**src/hw/rtl/adrc_pkg.sv**
```systemverilog
// Shared widths, register map and constants for the drift rate controller.
package adrc_pkg;

   localparam int DELAY_W  = 24;
   localparam int FRAMES_W = 16;
   localparam int TIME_W   = 32;
   localparam int TOTAL_W  = 32;
   localparam int STEP_W   = 8;
   localparam int DEV_W    = DELAY_W + 1;
   localparam int CFG_W    = 16;
   localparam int ADDR_W   = 5;
   localparam int DATA_W   = 32;
   localparam int INDEX_W  = 3;

   localparam logic signed [STEP_W-1:0] MAX_RATE_STEPS = 8'sd100;

   localparam logic ACTION_RESTART = 1'b1;

   localparam logic [INDEX_W-1:0] REG_MIN_TARGET    = 3'd0;
   localparam logic [INDEX_W-1:0] REG_MAX_TARGET    = 3'd1;
   localparam logic [INDEX_W-1:0] REG_TOLERANCE     = 3'd2;
   localparam logic [INDEX_W-1:0] REG_MAX_JUMP      = 3'd3;
   localparam logic [INDEX_W-1:0] REG_UPDATE_PERIOD = 3'd4;
   localparam logic [INDEX_W-1:0] REG_SETTLE_MS     = 3'd5;

   localparam logic [DELAY_W-1:0] RST_MIN_TARGET    = 24'd0;
   localparam logic [DELAY_W-1:0] RST_MAX_TARGET    = 24'hFFFFFF;
   localparam logic [CFG_W-1:0]   RST_TOLERANCE     = 16'd144;
   localparam logic [CFG_W-1:0]   RST_MAX_JUMP      = 16'd480;
   localparam logic [CFG_W-1:0]   RST_UPDATE_PERIOD = 16'd4800;
   localparam logic [CFG_W-1:0]   RST_SETTLE_MS     = 16'd5000;

endpackage

```
**src/hw/rtl/adrc_req_if.sv**
```systemverilog
// Update channel: action, frames read, measured delay and timestamp.
interface adrc_req_if;
   import adrc_pkg::*;

   logic                valid;
   logic                ready;
   logic                action;
   logic [FRAMES_W-1:0] frames_used;
   logic [DELAY_W-1:0]  measured_delay;
   logic [TIME_W-1:0]   now_ms;

   modport source (output valid, action, frames_used, measured_delay, now_ms, input ready);
   modport sink   (input valid, action, frames_used, measured_delay, now_ms, output ready);
endinterface

```
**src/hw/rtl/adrc_rsp_if.sv**
```systemverilog
// Result channel: change flag, rate step, target delay and active flag.
interface adrc_rsp_if;
   import adrc_pkg::*;

   logic                     valid;
   logic                     ready;
   logic                     ratio_changed;
   logic signed [STEP_W-1:0] rate_step;
   logic [DELAY_W-1:0]       target_delay_out;
   logic                     adaptive_active;

   modport source (output valid, ratio_changed, rate_step, target_delay_out, adaptive_active,
                   input ready);
   modport sink   (input valid, ratio_changed, rate_step, target_delay_out, adaptive_active,
                   output ready);
endinterface

```
**src/hw/rtl/audio_drift_rate_controller.sv**
```systemverilog
// Drift rate controller top level.
// Each update is held in the input register, then its result in the result register.
// Throughput: one update per cycle unless the result side stalls; the state
// update sits between the input register and the result register.
// Reset: synchronous; clears all controller state and the valid flags of both
// stages and loads the register defaults.
module audio_drift_rate_controller (
   input  logic                         clock,
   input  logic                         reset,
   adrc_req_if.sink                     req_chan,
   adrc_rsp_if.source                   rsp_chan,
   input  logic                         csr_psel,
   input  logic                         csr_penable,
   input  logic                         csr_pwrite,
   input  logic [adrc_pkg::ADDR_W-1:0]  csr_paddr,
   input  logic [adrc_pkg::DATA_W-1:0]  csr_pwdata,
   output logic [adrc_pkg::DATA_W-1:0]  csr_prdata,
   output logic                         csr_pready
);
   import adrc_pkg::*;

   localparam logic signed [STEP_W-1:0] NEG_MAX_STEPS = -MAX_RATE_STEPS;

   // configuration
   logic [DELAY_W-1:0] min_target_ff, max_target_ff;
   logic [CFG_W-1:0]   tolerance_ff, max_jump_ff, update_period_ff, settle_ms_ff;
   logic [INDEX_W-1:0] reg_index;
   logic               csr_write;

   // input stage
   logic                in_valid_ff;
   logic                in_action_ff;
   logic [FRAMES_W-1:0] in_frames_ff;
   logic [DELAY_W-1:0]  in_delay_ff;
   logic [TIME_W-1:0]   in_now_ms_ff;

   // result stage
   logic                     rsp_valid_ff;
   logic                     rsp_changed_ff;
   logic signed [STEP_W-1:0] rsp_step_ff;
   logic [DELAY_W-1:0]       rsp_target_ff;
   logic                     rsp_active_ff;

   // controller state
   logic [TOTAL_W-1:0]       frame_total_ff, frame_total_in;
   logic [TOTAL_W-1:0]       last_update_ff, last_update_in;
   logic [DELAY_W-1:0]       target_ff, target_in;
   logic signed [DEV_W-1:0]  prev_dev_ff, prev_dev_in;
   logic signed [STEP_W-1:0] step_ff, step_in;
   logic signed [STEP_W-1:0] steady_ff, steady_in;
   logic [TIME_W-1:0]        reset_time_ff, reset_time_in;
   logic                     settling_ff, settling_in;
   logic                     changed_in;

   logic                    advance;
   logic [TOTAL_W-1:0]      total_sum;
   logic [TOTAL_W-1:0]      since_update;
   logic [TIME_W-1:0]       wait_diff;
   logic signed [DEV_W-1:0] dev;
   logic [DEV_W-1:0]        dev_mag, prev_mag;
   logic [DEV_W-1:0]        tol_ext, jump_ext;

   assign reg_index  = csr_paddr[ADDR_W-1:2];
   assign csr_write  = csr_psel && csr_penable && csr_pwrite;
   assign csr_pready = 1'b1;

   always_comb begin
      case (reg_index)
         REG_MIN_TARGET:    csr_prdata = {{(DATA_W-DELAY_W){1'b0}}, min_target_ff};
         REG_MAX_TARGET:    csr_prdata = {{(DATA_W-DELAY_W){1'b0}}, max_target_ff};
         REG_TOLERANCE:     csr_prdata = {{(DATA_W-CFG_W){1'b0}}, tolerance_ff};
         REG_MAX_JUMP:      csr_prdata = {{(DATA_W-CFG_W){1'b0}}, max_jump_ff};
         REG_UPDATE_PERIOD: csr_prdata = {{(DATA_W-CFG_W){1'b0}}, update_period_ff};
         REG_SETTLE_MS:     csr_prdata = {{(DATA_W-CFG_W){1'b0}}, settle_ms_ff};
         default:           csr_prdata = '0;
      endcase
   end

   always_ff @(posedge clock) begin
      if (reset) begin
         min_target_ff    <= RST_MIN_TARGET;
         max_target_ff    <= RST_MAX_TARGET;
         tolerance_ff     <= RST_TOLERANCE;
         max_jump_ff      <= RST_MAX_JUMP;
         update_period_ff <= RST_UPDATE_PERIOD;
         settle_ms_ff     <= RST_SETTLE_MS;
      end else if (csr_write) begin
         case (reg_index)
            REG_MIN_TARGET:    min_target_ff    <= csr_pwdata[DELAY_W-1:0];
            REG_MAX_TARGET:    max_target_ff    <= csr_pwdata[DELAY_W-1:0];
            REG_TOLERANCE:     tolerance_ff     <= csr_pwdata[CFG_W-1:0];
            REG_MAX_JUMP:      max_jump_ff      <= csr_pwdata[CFG_W-1:0];
            REG_UPDATE_PERIOD: update_period_ff <= csr_pwdata[CFG_W-1:0];
            REG_SETTLE_MS:     settle_ms_ff     <= csr_pwdata[CFG_W-1:0];
            default: ;
         endcase
      end
   end

   // handshake
   assign advance        = in_valid_ff && (!rsp_valid_ff || rsp_chan.ready);
   assign req_chan.ready = !in_valid_ff || advance;

   assign rsp_chan.valid            = rsp_valid_ff;
   assign rsp_chan.ratio_changed    = rsp_changed_ff;
   assign rsp_chan.rate_step        = rsp_step_ff;
   assign rsp_chan.target_delay_out = rsp_target_ff;
   assign rsp_chan.adaptive_active  = rsp_active_ff;

   // datapath terms
   assign total_sum    = frame_total_ff + {{(TOTAL_W-FRAMES_W){1'b0}}, in_frames_ff};
   assign since_update = total_sum - last_update_ff;
   assign wait_diff    = in_now_ms_ff - (reset_time_ff
                         + {{(TIME_W-CFG_W){1'b0}}, settle_ms_ff});
   assign dev          = signed'({1'b0, in_delay_ff}) - signed'({1'b0, target_ff});
   assign dev_mag      = dev[DEV_W-1] ? DEV_W'(-dev) : DEV_W'(dev);
   assign prev_mag     = prev_dev_ff[DEV_W-1] ? DEV_W'(-prev_dev_ff) : DEV_W'(prev_dev_ff);
   assign tol_ext      = {{(DEV_W-CFG_W){1'b0}}, tolerance_ff};
   assign jump_ext     = {{(DEV_W-CFG_W){1'b0}}, max_jump_ff};

   always_comb begin
      frame_total_in = frame_total_ff;
      last_update_in = last_update_ff;
      target_in      = target_ff;
      prev_dev_in    = prev_dev_ff;
      step_in        = step_ff;
      steady_in      = steady_ff;
      reset_time_in  = reset_time_ff;
      settling_in    = settling_ff;
      changed_in     = 1'b0;

      if (in_action_ff == ACTION_RESTART) begin
         step_in       = '0;
         steady_in     = '0;
         target_in     = '0;
         reset_time_in = in_now_ms_ff;
         settling_in   = 1'b1;
         changed_in    = 1'b1;
      end else if (in_frames_ff != '0 &&
                   since_update < {{(TOTAL_W-CFG_W){1'b0}}, update_period_ff}) begin
         // paced out
         frame_total_in = total_sum;
      end else begin
         if (in_frames_ff != '0) begin
            frame_total_in = total_sum;
            last_update_in = total_sum;
         end
         if (dev_mag > jump_ext && !settling_ff) begin
            step_in       = '0;
            steady_in     = '0;
            target_in     = '0;
            reset_time_in = in_now_ms_ff;
            settling_in   = 1'b1;
            changed_in    = 1'b1;
         end else if (target_ff == '0) begin
            if (wait_diff != '0 && !wait_diff[TIME_W-1]) begin
               if (in_delay_ff > max_target_ff) begin
                  target_in  = max_target_ff;
                  step_in    = NEG_MAX_STEPS;
                  changed_in = 1'b1;
               end else if (in_delay_ff < min_target_ff) begin
                  target_in  = min_target_ff;
                  step_in    = MAX_RATE_STEPS;
                  changed_in = 1'b1;
               end else begin
                  target_in   = in_delay_ff;
                  prev_dev_in = '0;
               end
               reset_time_in = '0;
               settling_in   = 1'b0;
            end
         end else begin
            if (dev_mag > tol_ext) begin
               if (!dev[DEV_W-1] && dev != '0 && dev > prev_dev_ff) begin
                  if (step_ff > NEG_MAX_STEPS) begin
                     step_in    = step_ff - 8'sd1;
                     changed_in = 1'b1;
                  end
               end else if (dev[DEV_W-1] && dev < prev_dev_ff) begin
                  if (step_ff < MAX_RATE_STEPS) begin
                     step_in    = step_ff + 8'sd1;
                     changed_in = 1'b1;
                  end
               end
            end else if (prev_mag > tol_ext) begin
               if (!prev_dev_ff[DEV_W-1]) begin
                  if (steady_ff > NEG_MAX_STEPS) begin
                     steady_in  = steady_ff - 8'sd1;
                     step_in    = steady_ff - 8'sd1;
                     changed_in = 1'b1;
                  end
               end else begin
                  if (steady_ff < MAX_RATE_STEPS) begin
                     steady_in  = steady_ff + 8'sd1;
                     step_in    = steady_ff + 8'sd1;
                     changed_in = 1'b1;
                  end
               end
            end
            prev_dev_in = dev;
         end
      end
   end

   // control and state
   always_ff @(posedge clock) begin
      if (reset) begin
         in_valid_ff    <= 1'b0;
         rsp_valid_ff   <= 1'b0;
         frame_total_ff <= '0;
         last_update_ff <= '0;
         target_ff      <= '0;
         prev_dev_ff    <= '0;
         step_ff        <= '0;
         steady_ff      <= '0;
         reset_time_ff  <= '0;
         settling_ff    <= 1'b0;
      end else begin
         if (req_chan.ready) begin
            in_valid_ff <= req_chan.valid;
         end
         if (advance) begin
            rsp_valid_ff   <= 1'b1;
            frame_total_ff <= frame_total_in;
            last_update_ff <= last_update_in;
            target_ff      <= target_in;
            prev_dev_ff    <= prev_dev_in;
            step_ff        <= step_in;
            steady_ff      <= steady_in;
            reset_time_ff  <= reset_time_in;
            settling_ff    <= settling_in;
         end else if (rsp_chan.ready) begin
            rsp_valid_ff <= 1'b0;
         end
      end
   end

   // payload
   always_ff @(posedge clock) begin
      if (req_chan.ready && req_chan.valid) begin
         in_action_ff <= req_chan.action;
         in_frames_ff <= req_chan.frames_used;
         in_delay_ff  <= req_chan.measured_delay;
         in_now_ms_ff <= req_chan.now_ms;
      end
      if (advance) begin
         rsp_changed_ff <= changed_in;
         rsp_step_ff    <= step_in;
         rsp_target_ff  <= target_in;
         rsp_active_ff  <= (target_in != '0);
      end
   end

endmodule

```
**src/flat_wrapper.sv**
```systemverilog
// flat-port wrapper written by rule: the top's interface ports become plain ports
module audio_drift_rate_controller_flat import adrc_pkg::*;
  (clock, reset, csr_psel, csr_penable, csr_pwrite, csr_paddr, csr_pwdata, csr_prdata, csr_pready, req_chan_valid, req_chan_action, req_chan_frames_used, req_chan_measured_delay, req_chan_now_ms, req_chan_ready, rsp_chan_valid, rsp_chan_ratio_changed, rsp_chan_rate_step, rsp_chan_target_delay_out, rsp_chan_adaptive_active, rsp_chan_ready);
  adrc_req_if req_chan_i ();
  adrc_rsp_if rsp_chan_i ();
  input  logic clock;
  input  logic reset;
  input  logic csr_psel;
  input  logic csr_penable;
  input  logic csr_pwrite;
  input  logic [adrc_pkg::ADDR_W-1:0] csr_paddr;
  input  logic [adrc_pkg::DATA_W-1:0] csr_pwdata;
  output logic [adrc_pkg::DATA_W-1:0] csr_prdata;
  output logic csr_pready;
  input wire logic [$bits(req_chan_i.valid)-1:0] req_chan_valid;
  input wire logic [$bits(req_chan_i.action)-1:0] req_chan_action;
  input wire logic [$bits(req_chan_i.frames_used)-1:0] req_chan_frames_used;
  input wire logic [$bits(req_chan_i.measured_delay)-1:0] req_chan_measured_delay;
  input wire logic [$bits(req_chan_i.now_ms)-1:0] req_chan_now_ms;
  output wire logic [$bits(req_chan_i.ready)-1:0] req_chan_ready;
  output wire logic [$bits(rsp_chan_i.valid)-1:0] rsp_chan_valid;
  output wire logic [$bits(rsp_chan_i.ratio_changed)-1:0] rsp_chan_ratio_changed;
  output wire logic [$bits(rsp_chan_i.rate_step)-1:0] rsp_chan_rate_step;
  output wire logic [$bits(rsp_chan_i.target_delay_out)-1:0] rsp_chan_target_delay_out;
  output wire logic [$bits(rsp_chan_i.adaptive_active)-1:0] rsp_chan_adaptive_active;
  input wire logic [$bits(rsp_chan_i.ready)-1:0] rsp_chan_ready;
  assign req_chan_i.valid = req_chan_valid;
  assign req_chan_i.action = req_chan_action;
  assign req_chan_i.frames_used = req_chan_frames_used;
  assign req_chan_i.measured_delay = req_chan_measured_delay;
  assign req_chan_i.now_ms = req_chan_now_ms;
  assign req_chan_ready = req_chan_i.ready;
  assign rsp_chan_valid = rsp_chan_i.valid;
  assign rsp_chan_ratio_changed = rsp_chan_i.ratio_changed;
  assign rsp_chan_rate_step = rsp_chan_i.rate_step;
  assign rsp_chan_target_delay_out = rsp_chan_i.target_delay_out;
  assign rsp_chan_adaptive_active = rsp_chan_i.adaptive_active;
  assign rsp_chan_i.ready = rsp_chan_ready;
  audio_drift_rate_controller u_core (.clock(clock), .reset(reset), .req_chan(req_chan_i), .rsp_chan(rsp_chan_i), .csr_psel(csr_psel), .csr_penable(csr_penable), .csr_pwrite(csr_pwrite), .csr_paddr(csr_paddr), .csr_pwdata(csr_pwdata), .csr_prdata(csr_prdata), .csr_pready(csr_pready));
endmodule
```
**config.mk**
```make
export PLATFORM = sky130hd
export DESIGN_NAME = audio_drift_rate_controller_flat
export DESIGN_NICKNAME = d
export VERILOG_FILES = /design/src/hw/rtl/adrc_pkg.sv /design/src/hw/rtl/adrc_req_if.sv /design/src/hw/rtl/adrc_rsp_if.sv /design/src/hw/rtl/audio_drift_rate_controller.sv /design/src/flat_wrapper.sv
export SDC_FILE = /design/constraint.sdc
export NUM_CORES = 1
export LEC_CHECK = 0
export BUFFER_PORTS_ARGS = -buffer_cell sky130_fd_sc_hd__buf_2
export CAP_MARGIN = 10
export CELL_PAD_IN_SITES_DETAIL_PLACEMENT = 0
export CELL_PAD_IN_SITES_GLOBAL_PLACEMENT = 1
export CORE_MARGIN = 2
export CORE_UTILIZATION = 51
export DETAILED_ROUTE_END_ITERATION = 6
export HOLD_SLACK_MARGIN = 0.08
export PLACE_DENSITY = 0.87
export SLEW_MARGIN = 20
export SYNTH_ARGS = -nofsm -noshare
export SYNTH_HDL_FRONTEND = slang
export SYNTH_SLANG_ARGS = --single-unit
```
**constraint.sdc**
```tcl
create_clock -name clock -period 12.3 [get_ports clock]
set_input_delay 2.46 -clock clock [delete_from_list [all_inputs] [get_ports clock]]
set_output_delay 2.46 -clock clock [all_outputs]
set_load 0.01 [all_outputs]
```
==> summary.txt, run 1 <==
Place
  • Dpl cell area: 28800 µm²
  • Port bufs: 166
  • Routability congestion estimate from global placement: 0.958
  • DP Wirelength: 67000 µm

Routing
  • Via/cell ratio: 6.11
  • Routed wire length: 87100 µm
  • DRC errors left: 0
  • Iteration-0 DRC Markers: 2024
  • Vias: 25400
  • Number of routed nets with antenna violations: 0
  • Wire per inst: 20.9 µm
  • First-pass detailed-route iteration total: 6

Global route
  • Vias in the first global route: 24700
  • Total grt overflow: 0
  • Total track usage: 30.5%
  • Largest net degree at the start of global routing: 80
  • Initial antenna violation count: 0
  • First-pass GRT wire length: 135000 µm

Timing
  • RSZ-0062 raised after global routing: false
  • Min Tclk post-route: 8.46 ns
  • Clk_skew: 0.0190 ns
  • Worst-Margin Slew: 1.12 ns
  • Slew HR: 25.3%
  • Max Slew Vio Count: 0
  • FMAX: 0.118 GHz
  • Period utilization: 68.8%
  • Final setup viols: 0
  • Setup TNS: 0 ns
  • Final Hold Fails: 0

Floorplanning
  • Starting Density: 51.4%
  • Die height: 236 µm
  • Core area: 53600 µm²
  • Placement Rows: 85
  • Die width: 236 µm
  • Die footprint: 55800 µm²
  • Ports: 186

Final layout
  • Multi-input logic area: 16900 µm²
  • Fill count: 4925
  • Diode count: 0
  • Final #Nets: 3832
  • Reg area: 8740 µm²
  • Final instance area: 30300 µm²
  • Most common cell after layout, fill and taps aside: nand2_1
  • Commonest cells after routing, fill and taps aside: nand2_1 (388), a21oi_1 (325), inv_1 (321)
  • Layout cells sized above 1: 9.39%
  • Synthesis-to-layout area growth: 10.2%

Logic synthesis
  • Synth Instances: 3368
  • Count of cell types in the netlist: 98
  • Flops & latches, synth: 383
  • Mapped cell area: 27500 µm²
  • Synth warn: 0
  • Register area share after synthesis: 31.7%
  • Synth top area share: 20.1%
  • Ys async rst share: 0%
  • Post-Syn Area per Cell: 8.17 µm²
  • Post-synth top flop: dfxtp_1
  • Post-synth EDFFs: 107
  • Largest cells by area after synthesis: dfxtp_1 (20%), ha_1 (12%), edfxtp_1 (12%), a21oi_1 (5.9%), nand2_1 (5.3%)
  • Yosys top cell by area: dfxtp_1

Worst setup path
  • Most used cell, CP: a21oi_1
  • Slowest-stage cell, CP: or4_1
  • Setup crit end kind: flop
  • Worst Setup Start Kind: flop
  • Setup CP Type: flop to flop
  • Largest stage delay on the critical path: 0.72 ns
  • CP max FO: 32
  • Worst path required time: 12.83 ns
  • Arr. time, crit path: 8.99 ns

Clock tree
  • Clock root buffer: clkbuf_16
  • Worst-Skew Late Latency: 0.59 ns
  • H-tree depth: 2
  • Num CTS Buffers: 44
  • CTS Sinks: 383
  • Clock buffer depth: 3
  • CTS tree: yes
  • Worst-path clk slew: 0.06 ns
  • PostCTS Resize Cnt: 0
  • CTS Hold Buffers Added: 0
  • Setup repair bufs after CTS: 0

Pwr
  • Peak VDD IR: 139 µV
  • P per Cell Area: 120 nW/µm²
  • Static Leakage: 12.3 nW

Outcome
  • Status: finished, final reports clean

Worst hold path
  • Hold Path Class: flop to flop

Flow run
  • Number of max-cap violations: 0
==> layout make-up <==
type,instances,share of cell area [%]
clock inverters,18,0.738
repair buffers,190,3.35
inverters,322,3.98
well taps,696,2.87
clock buffers,64,4.49
multi-input cells,2493,55.8
flip-flops and latches,383,28.8
==> path summary, 6_finish.rpt <==
check | end | cells after the start | startpoint | slack (ns)
hold / removal | u_core.frame_total_ff[9] | 2 | u_core.frame_total_ff[9] | 0.46
hold reg to reg | u_core.frame_total_ff[9] | 2 | u_core.frame_total_ff[9] | 0.46
setup reg to reg | u_core.reset_time_ff[6] | 29 | u_core.in_frames_ff[0] | 3.84
setup / recovery | u_core.reset_time_ff[6] | 29 | u_core.in_frames_ff[0] | 3.84
==> per-layer routing <==
metal / GRT usage, % / share of wire [%] / up-vias
li1: - / - / 12200
met5: 0 / 0 / -
met1: 37.7 / 42 / 12100
met3: 4.00 / 5.5 / 211
met2: 52.0 / 47 / 860
met4: 15.7 / 5.4 / 0
==> Yosys cell counts (36+ instances only) <==
master    number
xnor2_1       89
inv_1        321
a21oi_1      325
nand2_1      389
nor3_1        61
a211oi_1      37
a22oi_1       67
nand3_1       73
a21o_1        56
edfxtp_1     107
o211ai_1      57
mux2i_1       74
ha_1         262
o21a_1        36
a22o_1        47
dfxtp_1      276
o21ai_0      119
clkbuf_1     136
nand4_1       57
nor4_1        43
nor2_1       227
==> kinds of logic (layout without fill, tap and decap cells) <==
| kind of cell | count (synthesis) | in the layout | synth area share [%] |
|---|---|---|---|
| and+or+nand+nor | 1031 | 1031 | 17.8 |
| DFF | 383 | 383 | 31.7 |
| xor gates and xnor gates | 124 | 124 | 3.95 |
| muxes | 80 | 80 | 2.94 |
| buffers and inverters | 499 | 594 | 7.12 |
| adders and majority gates | 281 | 281 | 13.3 |
| other | 2 | 9 | 0.0273 |
| AOI/OAI and AO/OA | 968 | 968 | 23.1 |
==> where the power goes <==
group	total [mW]	internal [mW]	switching [mW]
combinational	0.868	0.327	0.540
clock	1.42	0.861	0.561
sequential	1.37	1.34	0.0296
==> flip-flops by register name, summed over array words and instances (netlist names), 8 cells and up <==
name	flops
u_core.in_frames_ff	16
u_core.last_update_ff	32
u_core.reset_time_ff	32
u_core.tolerance_ff	16
u_core.in_now_ms_ff	32
u_core.in_delay_ff	24
u_core.update_period_ff	16
u_core.max_jump_ff	16
u_core.max_target_ff	24
u_core.frame_total_ff	32
u_core.prev_dev_ff	25
u_core.target_ff	24
u_core.steady_ff	8
u_core.rsp_chan.target_delay_out	24
u_core.rsp_chan.rate_step	8
u_core.settle_ms_ff	16
u_core.step_ff	8
u_core.min_target_ff	24
==> worst max-delay path: cells and delay by family (launching register included) <==
kind | cells | cell delay [ns]
compound gates | 13 | 2.70
flops | 1 | 0.41
fa+ha+maj | 3 | 1.07
simple gates | 10 | 3.20
buf+inv | 2 | 0.73
xor+xnor | 1 | 0.23
==> metrics by stage <==
stage                     power, mW  hold WS (ns)  utilization (%)  instances  setup slack, ns
after floorplan                2.00         0.441                -       3375             5.25
after global placement         2.23         0.446             53.6       4084             4.11
after detailed placement       2.25         0.454             53.6       4084             3.91
after CTS                      3.67         0.462             56.6       4166             3.88
after global routing           3.82         0.484             56.6       4166             3.24
final                          3.65         0.463             56.6       4166             3.84
Power figures use the tool's default switching activity.
==> inputs of run 2 (changes only) <==
- CORE_UTILIZATION: 51 -> 42
- PLACE_DENSITY: 0.87 -> 0.76
- clock period: 12.3 -> 7.03 ns (I/O delays scaled with it)
==> run 2 against run 1 <==
Against the previous run: critical path depth is the same; first-iteration DRC count grew 13%; clock-buffer cell count grew 3.
==> summary.txt, run 2 (same netlist as run 1, synthesis figures left out) <==
Final layout
  • Post-layout util: 50.4%
  • Non-Filler Instances: 4475
  • Most common cell after layout, fill and taps aside: nand2_1
  • Diode count: 0
  • Final #Nets: 3980
  • Synthesis-to-layout area growth: 18.3%
  • Commonest cells after routing, fill and taps aside: nand2_1 (386), inv_1 (320), a21oi_1 (302)
  • Layout cells sized above 1: 15.4%
  • Fill count: 6149

Worst setup path
  • Most used cell, CP: buf_4
  • Worst path required time: 7.53 ns
  • CP max FO: 23
  • Setup CP Type: flop to flop
  • Worst Setup Start Kind: flop
  • Setup crit end kind: flop
  • Arr. time, crit path: 7.49 ns
  • Slowest-stage cell, CP: or3_1
  • Largest stage delay on the critical path: 0.48 ns

Routing
  • Wire per inst: 21.3 µm
  • Number of routed nets with antenna violations: 0
  • Routed wire length: 95400 µm
  • First-pass detailed-route iteration total: 6
  • Via/cell ratio: 5.90
  • Vias: 26400
  • Iteration-0 DRC Markers: 2280
  • DRC errors left: 0

Timing
  • Period utilization: 99.5%
  • Max Slew Vio Count: 0
  • Worst-Margin Slew: 1.21 ns
  • Setup TNS: 0 ns
  • RSZ-0062 raised after global routing: true
  • Slew HR: 18.6%
  • Min Tclk post-route: 6.99 ns
  • FMAX: 0.143 GHz
  • Setup slack after layout: 0.0377 ns
  • Fin Hold WS: 0.462 ns
  • Final setup viols: 0
  • Final Hold Fails: 0
  • Clk_skew: 0.0234 ns

Pwr
  • Peak VDD IR: 183 µV
  • P per Cell Area: 204 nW/µm²
  • Static Leakage: 13.2 nW

Place
  • Routability congestion estimate from global placement: 0.935
  • Placed Cells: 4362
  • Pre-CTS WS: -0.455 ns
  • Port bufs: 166
  • DP Wirelength: 70900 µm

Outcome
  • Status: finished, final reports clean

Clock tree
  • CTS Sinks: 383
  • Clock buffer depth: 3
  • CTS Hold Buffers Added: 0
  • H-tree depth: 2
  • Clock root buffer: clkbuf_16
  • Num CTS Buffers: 46
  • Worst-path clk slew: 0.06 ns
  • Worst-Skew Late Latency: 0.60 ns
  • CTS tree: yes

Floorplanning
  • Core area: 64600 µm²
  • Starting Density: 42.6%
  • Die width: 260 µm
  • Placement Rows: 93
  • Die height: 260 µm
  • Die footprint: 67600 µm²
  • Ports: 186

Global route
  • Total grt overflow: 0
  • First-pass GRT wire length: 144000 µm
  • Initial antenna violation count: 3
  • Total track usage: 27.0%
  • Largest net degree at the start of global routing: 78
  • Vias in the first global route: 25400

Worst hold path
  • Hold Path Class: flop to flop

Flow run
  • Number of max-cap violations: 0
==> run 2: cell types whose count changed in the layout (fill, tap and decap cells not counted), sizes merged <==
cell,previous run,this run
clkbuf,64,74
clkinvlp,2,4
inv,327,323
nor3,63,65
clkinv,7,10
buf,190,327
==> run 2: timing repair <==
item	in CTS	in global routing
resized for setup	18	122
cloned	3	10
pin swaps	10	63
setup endpoints to repair	164	163
setup buffers	7	9
==> run 2: path summary, 6_finish.rpt <==
kind	from	to	slack (ns)	depth (start not counted)
setup / recovery	u_core.target_ff[2]	u_core.steady_ff[3]	0.04	29
hold / removal	u_core.frame_total_ff[15]	u_core.frame_total_ff[15]	0.46	2
setup reg to reg	u_core.target_ff[2]	u_core.steady_ff[3]	0.04	29
hold reg to reg	u_core.frame_total_ff[15]	u_core.frame_total_ff[15]	0.46	2
==> run 2: layout make-up <==
class | count | area (µm²) | area share, %
clock buffers | 67 | 1370 | 4.19
clock inverters | 19 | 211 | 0.649
inverters | 322 | 1210 | 3.72
multi-input cells | 2495 | 17600 | 53.9
flip-flops and latches | 383 | 8740 | 26.8
well taps | 855 | 1070 | 3.29
repair buffers | 334 | 2400 | 7.38
==> run 2: critical path: cells and delay by family, from the launching register on <==
| kind | cells | cell delay (ns) |
|---|---|---|
| flip-flops | 1 | 0.43 |
| adder cells (fa/ha/maj) | 2 | 0.62 |
| AND/OR/NAND/NOR | 13 | 3.02 |
| buffers and inverters | 6 | 1.13 |
| XOR/XNOR | 1 | 0.34 |
| AO/OA/AOI/OAI | 7 | 1.31 |
==> run 2: through the flow <==
step / instance area [µm²] / total power, mW
4_1_cts: 31700 / 6.60
6_report: 32600 / 6.64
3_5_place_dp: 29900 / 4.06
2_1_floorplan: 27600 / 3.50
3_3_place_gp: 29900 / 4.02
5_1_grt: 32600 / 6.94
==> run 2: report_power, final <==
part	internal [mW]	leakage, nW	switching (mW)	total [mW]
Combinational	0.704	9.17	1.05	1.75
Clock	1.50	0.763	1.00	2.50
Sequential	2.34	3.26	0.0524	2.39
==> run 2: per-layer routing <==
layer	part of all wire, %	GRT usage, %	vias to the layer above
met1	42	34.1	12800
li1	-	-	12600
met5	0	0	-
met4	3.9	10.1	0
met2	48	46.7	851
met3	5.3	3.27	240
